$ cat src/hw/rtl/calendar_unix_time_converter_top_defines.svh
// Assertion macros for the calendar / Unix time converter.
// Used by the top level only; expects clk_i and rst_ni in scope for CUTC_ASSERT_IMP.
`ifndef CALENDAR_UNIX_TIME_CONVERTER_TOP_DEFINES_SVH
`define CALENDAR_UNIX_TIME_CONVERTER_TOP_DEFINES_SVH

// Generic clocked assertion, disabled while reset is active
`define CUTC_ASSERT(lbl, clk, rst_n, prop, msg) \
  lbl: assert property (@(posedge clk) disable iff (!rst_n) prop) else $error(msg);

// Implication on the block clock and reset
`define CUTC_ASSERT_IMP(lbl, ante, cons, msg) \
  `CUTC_ASSERT(lbl, clk_i, rst_ni, (ante) |-> (cons), msg)

`endif

$ cat src/hw/rtl/cutc_pkg.sv
// Shared types, constants and month tables for the calendar / Unix time converter.
// No dependencies; imported by every module of the block.
`timescale 1ns / 1ps
`default_nettype none

package cutc_pkg;

  // Pipeline depth, output register included
  localparam int NumStages = 6;

  // Epoch register reset: Unix seconds at the start of 2001
  localparam logic [31:0] EpochReset = 32'd978307200;

  // Calendar constants
  localparam logic [7:0]  YearBias    = 8'd30;    // 2000 - 1970
  localparam logic [8:0]  DaysPerYear = 9'd365;
  localparam logic [16:0] SecsPerDay  = 17'd86400;
  localparam logic [11:0] SecsPerHour = 12'd3600;
  localparam logic [5:0]  SecsPerMin  = 6'd60;
  localparam logic [9:0]  DaySecsHi   = 10'd675;  // 86400 >> 7
  localparam logic [6:0]  MaxYear     = 7'd99;
  localparam logic [3:0]  December    = 4'd12;
  localparam logic [3:0]  MonthsM1    = 4'd11;

  // Exact reciprocals: q = (x * M) >> S over the full input range
  localparam logic [25:0] RecipDay       = 26'd50903317; // x / 675, x < 2^25
  localparam int          RecipDayShift  = 35;
  localparam logic [16:0] RecipYear      = 17'd91930;    // x / 365, x < 2^16
  localparam int          RecipYearShift = 25;
  localparam logic [17:0] RecipMin       = 18'd139811;   // x / 60, x < 2^17
  localparam int          RecipMinShift  = 23;
  localparam logic [11:0] RecipHour      = 12'd2185;     // x / 60, x < 2^11
  localparam int          RecipHourShift = 17;

  // Request operation codes
  typedef enum logic {
    OpToUnix = 1'b0,
    OpToCal  = 1'b1
  } op_e;

  // Per-stage load enables, valid bits and operation codes
  typedef struct packed {
    logic [NumStages-1:0] en;
    logic [NumStages-1:0] vld;
    logic [NumStages-1:0] op;
  } pipe_ctrl_t;

  // Decoded calendar fields, already zeroed on a range error
  typedef struct packed {
    logic [6:0] year;
    logic [3:0] month;
    logic [4:0] day;
    logic [4:0] hours;
    logic [5:0] minutes;
    logic [5:0] seconds;
    logic       leap;
    logic       range_err;
  } cal_out_t;

  // Days before the first of month idx (0 = January)
  function automatic logic [8:0] cum_days(input logic leap, input logic [3:0] idx);
    logic [8:0] d;
    case (idx)
      4'd0:    d = 9'd0;
      4'd1:    d = 9'd31;
      4'd2:    d = leap ? 9'd60  : 9'd59;
      4'd3:    d = leap ? 9'd91  : 9'd90;
      4'd4:    d = leap ? 9'd121 : 9'd120;
      4'd5:    d = leap ? 9'd152 : 9'd151;
      4'd6:    d = leap ? 9'd182 : 9'd181;
      4'd7:    d = leap ? 9'd213 : 9'd212;
      4'd8:    d = leap ? 9'd244 : 9'd243;
      4'd9:    d = leap ? 9'd274 : 9'd273;
      4'd10:   d = leap ? 9'd305 : 9'd304;
      4'd11:   d = leap ? 9'd335 : 9'd334;
      default: d = leap ? 9'd366 : 9'd365;
    endcase
    return d;
  endfunction

endpackage

`default_nettype wire

$ cat src/hw/rtl/cutc_pipe_ctrl.sv
// Valid/ready control of the six-stage converter pipeline.
// Depends on cutc_pkg; drives load enables for all datapath stages.
`timescale 1ns / 1ps
`default_nettype none

module cutc_pipe_ctrl (
  input  logic                 clk_i,
  input  logic                 rst_ni,
  input  logic                 in_valid_i,
  input  logic                 operation_i,
  input  logic                 out_ready_i,
  output logic                 in_ready_o,
  output cutc_pkg::pipe_ctrl_t ctrl_o
);
  import cutc_pkg::*;

  logic [NumStages-1:0] vld_q, vld_d;
  logic [NumStages-1:0] op_q, op_d;
  logic [NumStages-1:0] en;

  // A stage loads when it is empty or its content moves on
  always_comb begin
    en[NumStages-1] = ~vld_q[NumStages-1] | out_ready_i;
    for (int k = NumStages - 2; k >= 0; k--) begin
      en[k] = ~vld_q[k] | en[k+1];
    end
  end

  // Valid and op advance with the data
  always_comb begin
    vld_d = vld_q;
    op_d  = op_q;
    if (en[0]) begin
      vld_d[0] = in_valid_i;
      op_d[0]  = operation_i;
    end
    for (int k = 1; k < NumStages; k++) begin
      if (en[k]) begin
        vld_d[k] = vld_q[k-1];
        op_d[k]  = op_q[k-1];
      end
    end
  end

  always_ff @(posedge clk_i or negedge rst_ni) begin
    if (!rst_ni) begin
      vld_q <= '0;
      op_q  <= '0;
    end else begin
      vld_q <= vld_d;
      op_q  <= op_d;
    end
  end

  assign in_ready_o = en[0];
  assign ctrl_o     = '{en: en, vld: vld_q, op: op_q};

endmodule

`default_nettype wire

$ cat src/hw/rtl/cutc_to_unix.sv
// Calendar-to-seconds datapath: day count, scale by seconds per day, add time of day.
// Depends on cutc_pkg; stage enables come from cutc_pipe_ctrl.
`timescale 1ns / 1ps
`default_nettype none

module cutc_to_unix (
  input  logic                 clk_i,
  input  cutc_pkg::pipe_ctrl_t ctrl_i,
  input  logic [6:0]           year_in_i,
  input  logic [3:0]           month_in_i,
  input  logic [4:0]           day_in_i,
  input  logic [4:0]           hours_in_i,
  input  logic [5:0]           minutes_in_i,
  input  logic [5:0]           seconds_in_i,
  output logic [31:0]          unix_o
);
  import cutc_pkg::*;

  logic [7:0]  yrs70, yrs71;
  logic [3:0]  mon_clip, midx;
  logic [15:0] days1_d, days1_q;
  logic [16:0] tod1_d, tod1_q, tod2_q;
  logic [32:0] day_secs;
  logic [31:0] prod2_q, res3_q, res4_q, res5_q;

  // Stage 1: days since 1970 and seconds of the day
  always_comb begin
    yrs70    = {1'b0, year_in_i} + YearBias;
    yrs71    = yrs70 + 8'd1;
    mon_clip = (month_in_i > December) ? December : month_in_i;
    midx     = (mon_clip == 4'd0) ? 4'd0 : mon_clip - 4'd1;
    // day zero wraps to the last day of the previous month
    days1_d  = 16'(yrs70) * 16'(DaysPerYear) + 16'(yrs71 >> 2)
             + 16'(cum_days(year_in_i[1:0] == 2'b00, midx))
             + 16'(day_in_i) - 16'd1;
    tod1_d   = 17'(hours_in_i) * 17'(SecsPerHour)
             + 17'(minutes_in_i) * 17'(SecsPerMin)
             + 17'(seconds_in_i);
  end

  // Stage 2: day count times seconds per day, modulo 2^32
  assign day_secs = 33'(days1_q) * 33'(SecsPerDay);

  always_ff @(posedge clk_i) begin
    if (ctrl_i.en[0]) begin
      days1_q <= days1_d;
      tod1_q  <= tod1_d;
    end
    if (ctrl_i.en[1]) begin
      prod2_q <= day_secs[31:0];
      tod2_q  <= tod1_q;
    end
    // Stage 3 sum, then carried to line up with the other path
    if (ctrl_i.en[2]) res3_q <= prod2_q + 32'(tod2_q);
    if (ctrl_i.en[3]) res4_q <= res3_q;
    if (ctrl_i.en[4]) res5_q <= res4_q;
  end

  assign unix_o = res5_q;

endmodule

`default_nettype wire

$ cat src/hw/rtl/cutc_to_cal.sv
// Seconds-to-calendar datapath: epoch subtract, day/year split, month lookup.
// Depends on cutc_pkg; stage enables come from cutc_pipe_ctrl.
`timescale 1ns / 1ps
`default_nettype none

module cutc_to_cal (
  input  logic                 clk_i,
  input  cutc_pkg::pipe_ctrl_t ctrl_i,
  input  logic [31:0]          unix_seconds_i,
  input  logic [31:0]          epoch_i,
  output cutc_pkg::cal_out_t   cal_o
);
  import cutc_pkg::*;

  // Stage 1
  logic [32:0] diff;
  logic [31:0] r1_q, r2_q;
  logic        under1_q, under2_q, under3_q, under4_q, under5_q;
  // Stage 2
  logic [50:0] dprod;
  logic [15:0] days2_q, days3_q, days4_q;
  // Stage 3
  logic [24:0] rem;
  logic [32:0] yprod;
  logic [16:0] sod3_q, sod4_q;
  logic [7:0]  years3_q, years4_q;
  // Stage 4
  logic [7:0]  years_m1;
  logic [15:0] base_y, base_m, base_y4_q, base_m4_q;
  logic [34:0] mprod;
  logic [10:0] mtot4_q, mtot5_q;
  // Stage 5
  logic        gt;
  logic [7:0]  yrs_f, year5_q;
  logic [15:0] base_f;
  logic [8:0]  doy5_q;
  logic [22:0] hprod;
  logic [4:0]  hours5_q;
  logic [5:0]  sec5_q;
  // Output decode
  logic        err, leap;
  logic [3:0]  cnt;
  logic [8:0]  day_full;
  logic [5:0]  minutes;

  // Stage 1: seconds after the epoch, borrow flags underflow
  assign diff = {1'b0, unix_seconds_i} - {1'b0, epoch_i};

  // Stage 2: whole days, (r >> 7) / 675
  assign dprod = 51'(r1_q[31:7]) * 51'(RecipDay);

  // Stage 3: second of day and first year estimate
  assign rem   = r2_q[31:7] - 25'(days2_q) * 25'(DaySecsHi);
  assign yprod = 33'(days2_q) * 33'(RecipYear);

  // Stage 4: year start for the estimate and for one year less; minute of day
  always_comb begin
    years_m1 = years3_q - 8'd1;
    base_y   = 16'(years3_q) * 16'(DaysPerYear) + 16'(years3_q >> 2);
    base_m   = 16'(years_m1) * 16'(DaysPerYear) + 16'(years_m1 >> 2);
    mprod    = 35'(sod3_q) * 35'(RecipMin);
  end

  // Stage 5: correct the year when leap days push its start past the day count
  always_comb begin
    gt     = base_y4_q > days4_q;
    yrs_f  = gt ? years4_q - 8'd1 : years4_q;
    base_f = gt ? base_m4_q : base_y4_q;
    hprod  = 23'(mtot4_q) * 23'(RecipHour);
  end

  always_ff @(posedge clk_i) begin
    if (ctrl_i.en[0]) begin
      r1_q     <= diff[31:0];
      under1_q <= diff[32];
    end
    if (ctrl_i.en[1]) begin
      days2_q  <= dprod[RecipDayShift +: 16];
      r2_q     <= r1_q;
      under2_q <= under1_q;
    end
    if (ctrl_i.en[2]) begin
      sod3_q   <= {rem[9:0], r2_q[6:0]};
      years3_q <= yprod[RecipYearShift +: 8];
      days3_q  <= days2_q;
      under3_q <= under2_q;
    end
    if (ctrl_i.en[3]) begin
      base_y4_q <= base_y;
      base_m4_q <= base_m;
      mtot4_q   <= mprod[RecipMinShift +: 11];
      years4_q  <= years3_q;
      days4_q   <= days3_q;
      sod4_q    <= sod3_q;
      under4_q  <= under3_q;
    end
    if (ctrl_i.en[4]) begin
      doy5_q   <= 9'(days4_q - base_f);
      year5_q  <= yrs_f + 8'd1;
      hours5_q <= hprod[RecipHourShift +: 5];
      sec5_q   <= 6'(sod4_q - 17'(mtot4_q) * 17'(SecsPerMin));
      mtot5_q  <= mtot4_q;
      under5_q <= under4_q;
    end
  end

  // Month lookup, day of month and final field select
  always_comb begin
    err  = under5_q | (year5_q > 8'(MaxYear));
    leap = (year5_q[1:0] == 2'b00);
    cnt  = 4'd0;
    for (int i = 1; i <= 11; i++) begin
      if (doy5_q >= cum_days(leap, 4'(i))) cnt = cnt + 4'd1;
    end
    day_full = doy5_q - cum_days(leap, (cnt > MonthsM1) ? MonthsM1 : cnt) + 9'd1;
    minutes  = 6'(mtot5_q - 11'(hours5_q) * 11'(SecsPerMin));

    cal_o = '0;
    if (err) begin
      cal_o.range_err = 1'b1;
    end else begin
      cal_o.year    = year5_q[6:0];
      cal_o.month   = cnt + 4'd1;
      cal_o.day     = day_full[4:0];
      cal_o.hours   = hours5_q;
      cal_o.minutes = minutes;
      cal_o.seconds = sec5_q;
      cal_o.leap    = leap;
    end
  end

endmodule

`default_nettype wire

$ cat src/hw/rtl/calendar_unix_time_converter_top.sv
// Calendar / Unix time converter, top level. Uses cutc_pkg, cutc_pipe_ctrl,
// cutc_to_unix, cutc_to_cal and the assertion macros header.
//
// Input channel (in_valid_i/in_ready_o): one request per handshake. operation_i
// low converts year/month/day/hours/minutes/seconds to Unix seconds; high splits
// unix_seconds_i, minus the epoch register, into calendar fields and leap flag.
// Output channel (out_valid_o/out_ready_i): one result per request, in order.
// Fields that do not belong to the operation read zero; range_error_o flags
// seconds before the epoch or past 2099, with all other fields zero.
// Epoch register: written through cfg_we_i/cfg_wdata_i; the user must do so only while no
// request is in flight, and the block itself does not enforce this.
// A six-stage pipeline lies between acceptance and out_valid_o (subtract, day reciprocal
// multiply, year and second-of-day split, year start, year correction, month lookup
// into the output register). Throughput is one request per cycle while the receiver
// does not stall.
// Reset empties the pipeline and loads the epoch with the start of 2001.
// When the receiver stalls, stages fill up and bubbles close; in_ready_o drops
// only once all six stages hold a request.
`timescale 1ns / 1ps
`default_nettype none
`include "calendar_unix_time_converter_top_defines.svh"

module calendar_unix_time_converter_top (
  input  logic        clk_i,
  input  logic        rst_ni,
  // Epoch register write
  input  logic        cfg_we_i,
  input  logic [31:0] cfg_wdata_i,
  // Request channel
  input  logic        in_valid_i,
  output logic        in_ready_o,
  input  logic        operation_i,
  input  logic [31:0] unix_seconds_i,
  input  logic [6:0]  year_in_i,
  input  logic [3:0]  month_in_i,
  input  logic [4:0]  day_in_i,
  input  logic [4:0]  hours_in_i,
  input  logic [5:0]  minutes_in_i,
  input  logic [5:0]  seconds_in_i,
  // Result channel
  output logic        out_valid_o,
  input  logic        out_ready_i,
  output logic [31:0] unix_result_o,
  output logic [6:0]  year_out_o,
  output logic [3:0]  month_out_o,
  output logic [4:0]  day_out_o,
  output logic [4:0]  hours_out_o,
  output logic [5:0]  minutes_out_o,
  output logic [5:0]  seconds_out_o,
  output logic        leap_year_o,
  output logic        range_error_o
);
  import cutc_pkg::*;

  logic [31:0] epoch_q;
  pipe_ctrl_t  ctrl;
  logic [31:0] unix5;
  cal_out_t    cal5;
  logic [31:0] unix_d, unix_q;
  cal_out_t    cal_d, cal_q;

  // Epoch register
  always_ff @(posedge clk_i or negedge rst_ni) begin
    if (!rst_ni) begin
      epoch_q <= EpochReset;
    end else if (cfg_we_i) begin
      epoch_q <= cfg_wdata_i;
    end
  end

  cutc_pipe_ctrl u_ctrl (
    .clk_i       (clk_i),
    .rst_ni      (rst_ni),
    .in_valid_i  (in_valid_i),
    .operation_i (operation_i),
    .out_ready_i (out_ready_i),
    .in_ready_o  (in_ready_o),
    .ctrl_o      (ctrl)
  );

  cutc_to_unix u_to_unix (
    .clk_i        (clk_i),
    .ctrl_i       (ctrl),
    .year_in_i    (year_in_i),
    .month_in_i   (month_in_i),
    .day_in_i     (day_in_i),
    .hours_in_i   (hours_in_i),
    .minutes_in_i (minutes_in_i),
    .seconds_in_i (seconds_in_i),
    .unix_o       (unix5)
  );

  cutc_to_cal u_to_cal (
    .clk_i          (clk_i),
    .ctrl_i         (ctrl),
    .unix_seconds_i (unix_seconds_i),
    .epoch_i        (epoch_q),
    .cal_o          (cal5)
  );

  // Pick the fields of the request's operation, zero the rest
  always_comb begin
    if (ctrl.op[NumStages-2] == OpToCal) begin
      unix_d = '0;
      cal_d  = cal5;
    end else begin
      unix_d = unix5;
      cal_d  = '0;
    end
  end

  // Output register
  always_ff @(posedge clk_i) begin
    if (ctrl.en[NumStages-1]) begin
      unix_q <= unix_d;
      cal_q  <= cal_d;
    end
  end

  assign out_valid_o   = ctrl.vld[NumStages-1];
  assign unix_result_o = unix_q;
  assign year_out_o    = cal_q.year;
  assign month_out_o   = cal_q.month;
  assign day_out_o     = cal_q.day;
  assign hours_out_o   = cal_q.hours;
  assign minutes_out_o = cal_q.minutes;
  assign seconds_out_o = cal_q.seconds;
  assign leap_year_o   = cal_q.leap;
  assign range_error_o = cal_q.range_err;

  // Checks
  `CUTC_ASSERT_IMP(a_stall_source, !in_ready_o, out_valid_o && !out_ready_i, "input blocked without a stalled result")
  `CUTC_ASSERT_IMP(a_err_zeroes, out_valid_o && range_error_o, unix_result_o == 32'd0 && year_out_o == 7'd0 && month_out_o == 4'd0 && day_out_o == 5'd0 && !leap_year_o, "range error with nonzero fields")
  `CUTC_ASSERT_IMP(a_leap_year, out_valid_o && leap_year_o, year_out_o[1:0] == 2'b00 && month_out_o != 4'd0 && unix_result_o == 32'd0, "leap flag on a bad result")

endmodule

`default_nettype wire

$ cat config.mk
export PLATFORM = sky130hd
export DESIGN_NAME = calendar_unix_time_converter_top
export DESIGN_NICKNAME = d
export VERILOG_FILES = /design/src/hw/rtl/cutc_pkg.sv /design/src/hw/rtl/cutc_pipe_ctrl.sv /design/src/hw/rtl/cutc_to_unix.sv /design/src/hw/rtl/cutc_to_cal.sv /design/src/hw/rtl/calendar_unix_time_converter_top.sv
export VERILOG_INCLUDE_DIRS = /design/src /design/src/hw/rtl
export SDC_FILE = /design/constraint.sdc
export NUM_CORES = 2
export LEC_CHECK = 0
export BUFFER_PORTS_ARGS = -buffer_cell sky130_fd_sc_hd__buf_2
export CORE_MARGIN = 1
export CORE_UTILIZATION = 50
export CTS_CLUSTER_SIZE = 16
export DETAILED_ROUTE_END_ITERATION = 6
export GPL_TIMING_DRIVEN = 0
export PLACE_DENSITY = 0.69
export SYNTH_ARGS = -nofsm -noshare
export SYNTH_HDL_FRONTEND = slang
export SYNTH_SLANG_ARGS = --single-unit
$ cat constraint.sdc
create_clock -name clk_i -period 9.1 [get_ports clk_i]
set_input_delay 0.455 -clock clk_i [delete_from_list [all_inputs] [get_ports clk_i]]
set_output_delay 0.455 -clock clk_i [all_outputs]
set_load 0.03 [all_outputs]
Word level (Yosys, flattened, before mapping)
Index checks and enable logic that the tools add are counted.
- magnitude comparators: 15
- reductions and logical operators: 6
- bitwise operators: 14
- $mul: 13
- add/subtract/negate cells: 33
- mux-type cells: 41
- eq/ne operators: 22
- operators by type and width (cell ; count):
    $pmux W9 S12 ; 1
    $mux W4 ; 15
    $pmux W5 S12 ; 1
    $mul A25 B26 Y51 const B ; 1
    $add A4 B1 Y4 const B ; 10
    $ge A9 B8 Y1 ; 4
    $mul A17 B18 Y34 const B ; 1
    $sub A32 B32 Y33 ; 1
    $add A16 B6 Y16 ; 2
    $add A32 B17 Y32 ; 1
    $eq A4 B3 Y1 const B ; 8
    $eq A4 B4 Y1 const B ; 8
    $mul A16 B16 Y32 const B ; 1
    $mul A8 B9 Y16 const B ; 2
    $ge A9 B9 Y1 ; 3
    $mul A16 B10 Y25 const B ; 1
    $mul A11 B12 Y22 const B ; 1
    $ge A9 B7 Y1 ; 2
    $add A17 B12 Y17 ; 1
    $add A17 B6 Y17 ; 1
    $add A16 B5 Y16 ; 1
    $add A16 B9 Y16 ; 1
    $add A8 B1 Y8 const B ; 2
    $eq A4 B2 Y1 const B ; 4
    other kinds (33) ; 71
- logic and storage cells: 194
- bits of input ports: 103
- output and inout bits: 69
- register bits: 492

Logic depth before layout (Yosys ltp)
- word-level depth: 28
- gate-level depth with buffers: 44
- depth with buffers taken out: 44

Cells and area by module
From an unflattened synthesis, not the netlist that was laid out.
- cells, all modules: 4367
- area total of the unflattened synthesis: 49642.6 µm²
- modules (own cells, without submodules) (module ; area an instance (µm²) ; times used ; cells an instance ; sequential area each (µm²)):
    cutc_to_cal ; 32030.7 ; 1 ; 2958 ; 6336.1
    cutc_to_unix ; 13275.2 ; 1 ; 1162 ; 5134.9
    calendar_unix_time_converter_top ; 3826.2 ; 1 ; 209 ; 2829.0
    cutc_pipe_ctrl ; 510.5 ; 1 ; 38 ; 300.3

Worst setup path after synthesis
Ideal clock, no wire load.
- kind: reg2reg
- from: register u_to_cal.year5_q[1]
- to: register cal_q (netlist bit day_out_o[4]) (data pin)
- library setup time: 263 ps
- arrival: 8221 ps
- slack: 616 ps
- period minus slack after synthesis: 8484 ps
- data required time: 8837 ps
- cell stages (with the launch flop): 45
- buffers on the path: 1
- path through: edfxtp_1 > nor2_1 > clkinv_1 > ha_1 > nand2b_1 > a22o_1 > a21oi_1 > o21ai_0 > inv_1 > ha_1 > a21boi_2 > or2_2 > ha_1 > o21bai_1 > o31ai_2 > xnor2_1 > o21bai_1 > ha_1 > [... 9 more ...] > ha_1 > mux2_2 > ha_1 > nand3_1 > xnor2_1 > xnor2_1 > clkbuf_1 > nand2_1 > nand2_1 > a21oi_1 > o22ai_1 > ha_1 > ha_1 > a21o_1 > a21oi_1 > xnor2_1 > xnor2_1 > nor2_1
- word-level cells in the longest chain between the ends: 28
- elaborated cells on any way between the ends: 61
- those cells by class: add/sub: 11; order compare: 12; eq/ne: 11; mux: 23; bitwise: 1; reduce/logical: 3
- ends and longest elaborated chain (item ; RTL line ; text):
    start: declaration ; cutc_to_cal.sv:34 ; logic [7:0] yrs_f, year5_q;
    start signal: assignment ; cutc_to_cal.sv:99 ; year5_q <= yrs_f + 8'd1;
    $logic_not A2 Y1 ; cutc_to_cal.sv:110 ; leap = (year5_q[1:0] == 2'b00);
    $mux W3 ; cutc_pkg.sv:66, cutc_pkg.sv:72 ;
    $ge A9 B6 Y1 ; cutc_to_cal.sv:113 ; if (doy5_q >= cum_days(leap, 4'(i))) cnt = cnt + 4'd1;
    $mux W4 ; cutc_to_cal.sv:113 ;
    $add A4 B1 Y4 ; cutc_to_cal.sv:113 ;
    $mux W4 ; cutc_to_cal.sv:113 ;
    $add A4 B1 Y4 ; cutc_to_cal.sv:113 ;
    $mux W4 ; cutc_to_cal.sv:113 ;
    [... 12 more ...] ; -- ;
    $add A4 B1 Y4 ; cutc_to_cal.sv:113 ;
    $mux W4 ; cutc_to_cal.sv:113 ;
    $gt A4 B4 Y1 ; cutc_to_cal.sv:115 ; day_full = doy5_q - cum_days(leap, (cnt > MonthsM1) ? MonthsM1 : cnt) + 9'd1;
    $mux W4 ; cutc_to_cal.sv:115 ;
    $eq A4 B4 Y1 (tied with other cells) ; cutc_pkg.sv:63 ; case (idx)
    $pmux W5 S12 ; cutc_pkg.sv:63 ;
    $sub A5 B5 Y5 ; cutc_to_cal.sv:115 ;
    $add A5 B1 Y5 ; cutc_to_cal.sv:115 ;
    end signal: assignment ; calendar_unix_time_converter_top.sv:116 ; cal_q <= cal_d;
    end: declaration ; calendar_unix_time_converter_top.sv:60 ; cal_out_t cal_d, cal_q;
Parallel ways exist; a longest one is shown, timed or not.
A chain may end at the register's enable or synchronous reset.

Final worst setup path
- from: register u_to_cal.year5_q[0]
- to: register cal_q (netlist bit day_out_o[4]) (data pin)
Same word-level chain as after synthesis.

==> reports/qor.yml <==
status: "finished, final reports clean"
path_max_fanout: 12
cts-root-buf: "clkbuf_16"
gp_congestion: 0.865
path_clk_slew_ps: 60
multiInputGateArea_um2: 30000
dominantRegCellSynth: "edfxtp_1"
avgViaCountPerCell: 5.03
port_buffers: 170
synth_area_um2: 48200
layout-drive-gt1-share: 0.0793
ant_nets: 0
row_count: 113
rr_worst_depth: 44
ys_ff_latch: 492
worstSkewPairLatency_ps: 640
remaining_drc_errors: 0
wl_per_cell_um: 15.0
die_height_um: 312
pin_count: 172
place_hpwl_um: 71600
nFillCells: 7993
syn-mean-instance-area_um2: 11.4
core_um2: 95200
slew_viol_final: 0
clkSinkCount: 492
cts_buffer_depth: 3
worstPathRequired_ps: 9460
ys_types: 92
h-tree-depth: 2
min_path_type: "in2reg"
critPathKind: "reg2reg"
critPathMaxStageDelay_ps: 470
fin_nets: 6023
grt_pass1_vias: 30800
stdcell_count: 5806
slew-limit-headroom: 0.212
vias: 29200
end_kind: "register"
cts_tree: "built"
overflow: 0
clock-skew-final_ps: 61.1
first_pass_iters: 5
worst_pin_slew_ps: 1180
period_share: 0.943
syn_inst: 4223
setup.worst_path.start_class: "register"
antenna_found_initial: 0
die_area_um2: 97600
cts_buffers: 58
synth_edf_count: 449
finalHoldViolations: 0
track_usage: 0.185
seq_area_um2: 14600
rsz0062_at_grt: "true"
finalSetupViolCount: 0
synth_fp_nets: 5755
die_w_um: 312
yosysSeqAreaShare: 0.303
dp.cells: 5663
synthToLayoutAreaGrowth_pct: 10.3
cp_common_cell: "ha_1"
yosys_warnings: 0
grt_pass1_wl_um: 147000
grt_max_degree: 68
period_minus_slack_ps: 8590
max_freq_ghz: 0.116
initial_core_util: 0.506
async_flop_share: 0.0874
cp.arrival_ps: 8950
hold_path_depth: 3
cpMaxStageDelayCell: "edfxtp_1"
drt_iter0_drc: 1087
maxCapViolations: 0
routed_wl_um: 87000
## final timing paths
path                                      from  slack (ps)                   to
hold reg to reg            u_to_cal.days3_q[2]         380  u_to_cal.days4_q[2]
hold / removal                  cfg_wdata_i[8]          30           epoch_q[8]
setup / recovery           u_to_cal.year5_q[0]         510         day_out_o[4]
min in group asynchronous               rst_ni         530           epoch_q[4]
setup reg to reg           u_to_cal.year5_q[0]         510         day_out_o[4]
max in group asynchronous               rst_ni        7930       u_ctrl.op_q[4]
## metrics by stage
step                area, µm²  setup TNS [ps]  utilization  setup slack (ps)  hold WS (ps)
floorplan               48200               0            -               616           159
global placement        50600           -1530        0.532              -656           401
detailed placement      50800           -1400        0.534              -677           405
CTS                     53000               0        0.557              21.8         0.360
global route            53100            -123        0.558              -119          17.1
finish                  53100               0        0.558               515          31.6
## state kept, by name, summed over array words and instances (netlist names), 17 cells and up
signal and count:
u_to_unix.tod1_q 17, u_to_unix.unix_o 32, epoch_q 32, unix_result_o 32, u_to_unix.prod2_q 25, u_to_cal.r2_q 17, u_to_unix.tod2_q 17, u_to_cal.r1_q 32
u_to_unix.res3_q 32, u_to_unix.res4_q 32, u_to_cal.sod3_q 17
## area by class of cell
| cell class | instances | share of cell area |
|---|---|---|
| inverter | 941 | 0.0669 |
| buffer | 29 | 0.00231 |
| multi-input combinational | 2761 | 0.565 |
| timing repair buffer | 208 | 0.0239 |
| clock inverter | 45 | 0.00991 |
| tap | 1265 | 0.0298 |
| sequential | 492 | 0.274 |
| antenna | 1 | 0.0000471 |
| clock buffer | 64 | 0.0277 |
## logic make-up (layout without fill, tap and decap cells)
family / after synthesis / after routing / synth area share
buffers and inverters: 970 / 1287 / 0.0760
xor gates and xnor gates: 273 / 273 / 0.0504
DFF: 492 / 492 / 0.303
other: 0 / 1 / 0
adders and majority gates: 1429 / 1429 / 0.443
and+or+nand+nor: 526 / 526 / 0.0543
AOI/OAI and AO/OA: 510 / 510 / 0.0687
muxes: 23 / 23 / 0.00532
## cell usage after synthesis, drive strengths merged, types with 12 or more instances
master / n / area (µm²)
o21ai: 121 / 606
or3: 12 / 80.1
nor3: 28 / 145
edfxtp: 449 / 13500
nor2b: 57 / 357
xnor2: 203 / 1800
o21a: 26 / 195
a21boi: 21 / 165
and3: 16 / 100
nor2: 130 / 488
dfrtp: 30 / 751
o21bai: 28 / 210
mux2i: 17 / 178
inv: 939 / 3520
clkbuf: 25 / 93.8
a21oi: 139 / 696
fa: 459 / 9190
a211oi: 18 / 140
nand2: 124 / 465
dfstp: 13 / 342
ha: 970 / 12100
a21o: 66 / 495
nand3: 38 / 190
nand4: 18 / 113
xor2: 69 / 604
and2: 43 / 272
nand2b: 29 / 181
## timing repair
item	4_1_cts	5_1_grt
hold buffers	19	0
buffers inserted	0	14
endpoints found under the setup margin	3	5
gates resized for setup	7	14
hold endpoints to repair	46	0
pin swaps	0	6
## placed cells by master, fill, tap and decap left out, types with 8 or more instances in the layout
master         count
buf_4             15
and3_1            16
a21boi_0          17
nand2_1          122
inv_6              9
and2_1            42
xor2_1            69
clkbuf_1          30
nor2_1           128
o21bai_1          27
edfxtp_1         449
a31oi_1            9
or2_2             11
bufinv_16          8
o21a_1            26
nand2b_1          29
mux2i_1           15
nand4_1           18
o21ai_0          113
nor3_1            27
nor2b_1           57
dfstp_2           13
o211ai_1          10
fa_1             459
or3_1             11
clkbuf_16         58
nand3_1           36
a211oi_1          17
dlygate4sd3_1     19
xnor2_1          199
clkinv_2           8
ha_1             969
buf_2            172
dfrtp_1           30
clkinv_1           9
inv_1            936
a21oi_1          136
a21o_1            66
## layer usage
metal  part of all wire  track usage  vias to the layer above  routed length (µm)
li1                   -            -                    14600                   -
met1               0.46        0.243                    14100               39700
met2               0.49        0.325                      404               42700
met3              0.036       0.0259                      109                3160
met4              0.017       0.0398                        0                1500
met5                  0            0                        -                   0
## critical path: cells and delay by family, from the launching register on
kind	cells	cell delay, ps
xor+xnor	7	1170
compound gates	16	2390
fa+ha+maj	9	2610
buf+inv	3	280
simple gates	7	940
flops	1	470
mux	2	460
Power is left out: the tool's default activity adds up to more than one toggle a clock period on the data nets, which glitch-free logic cannot reach.
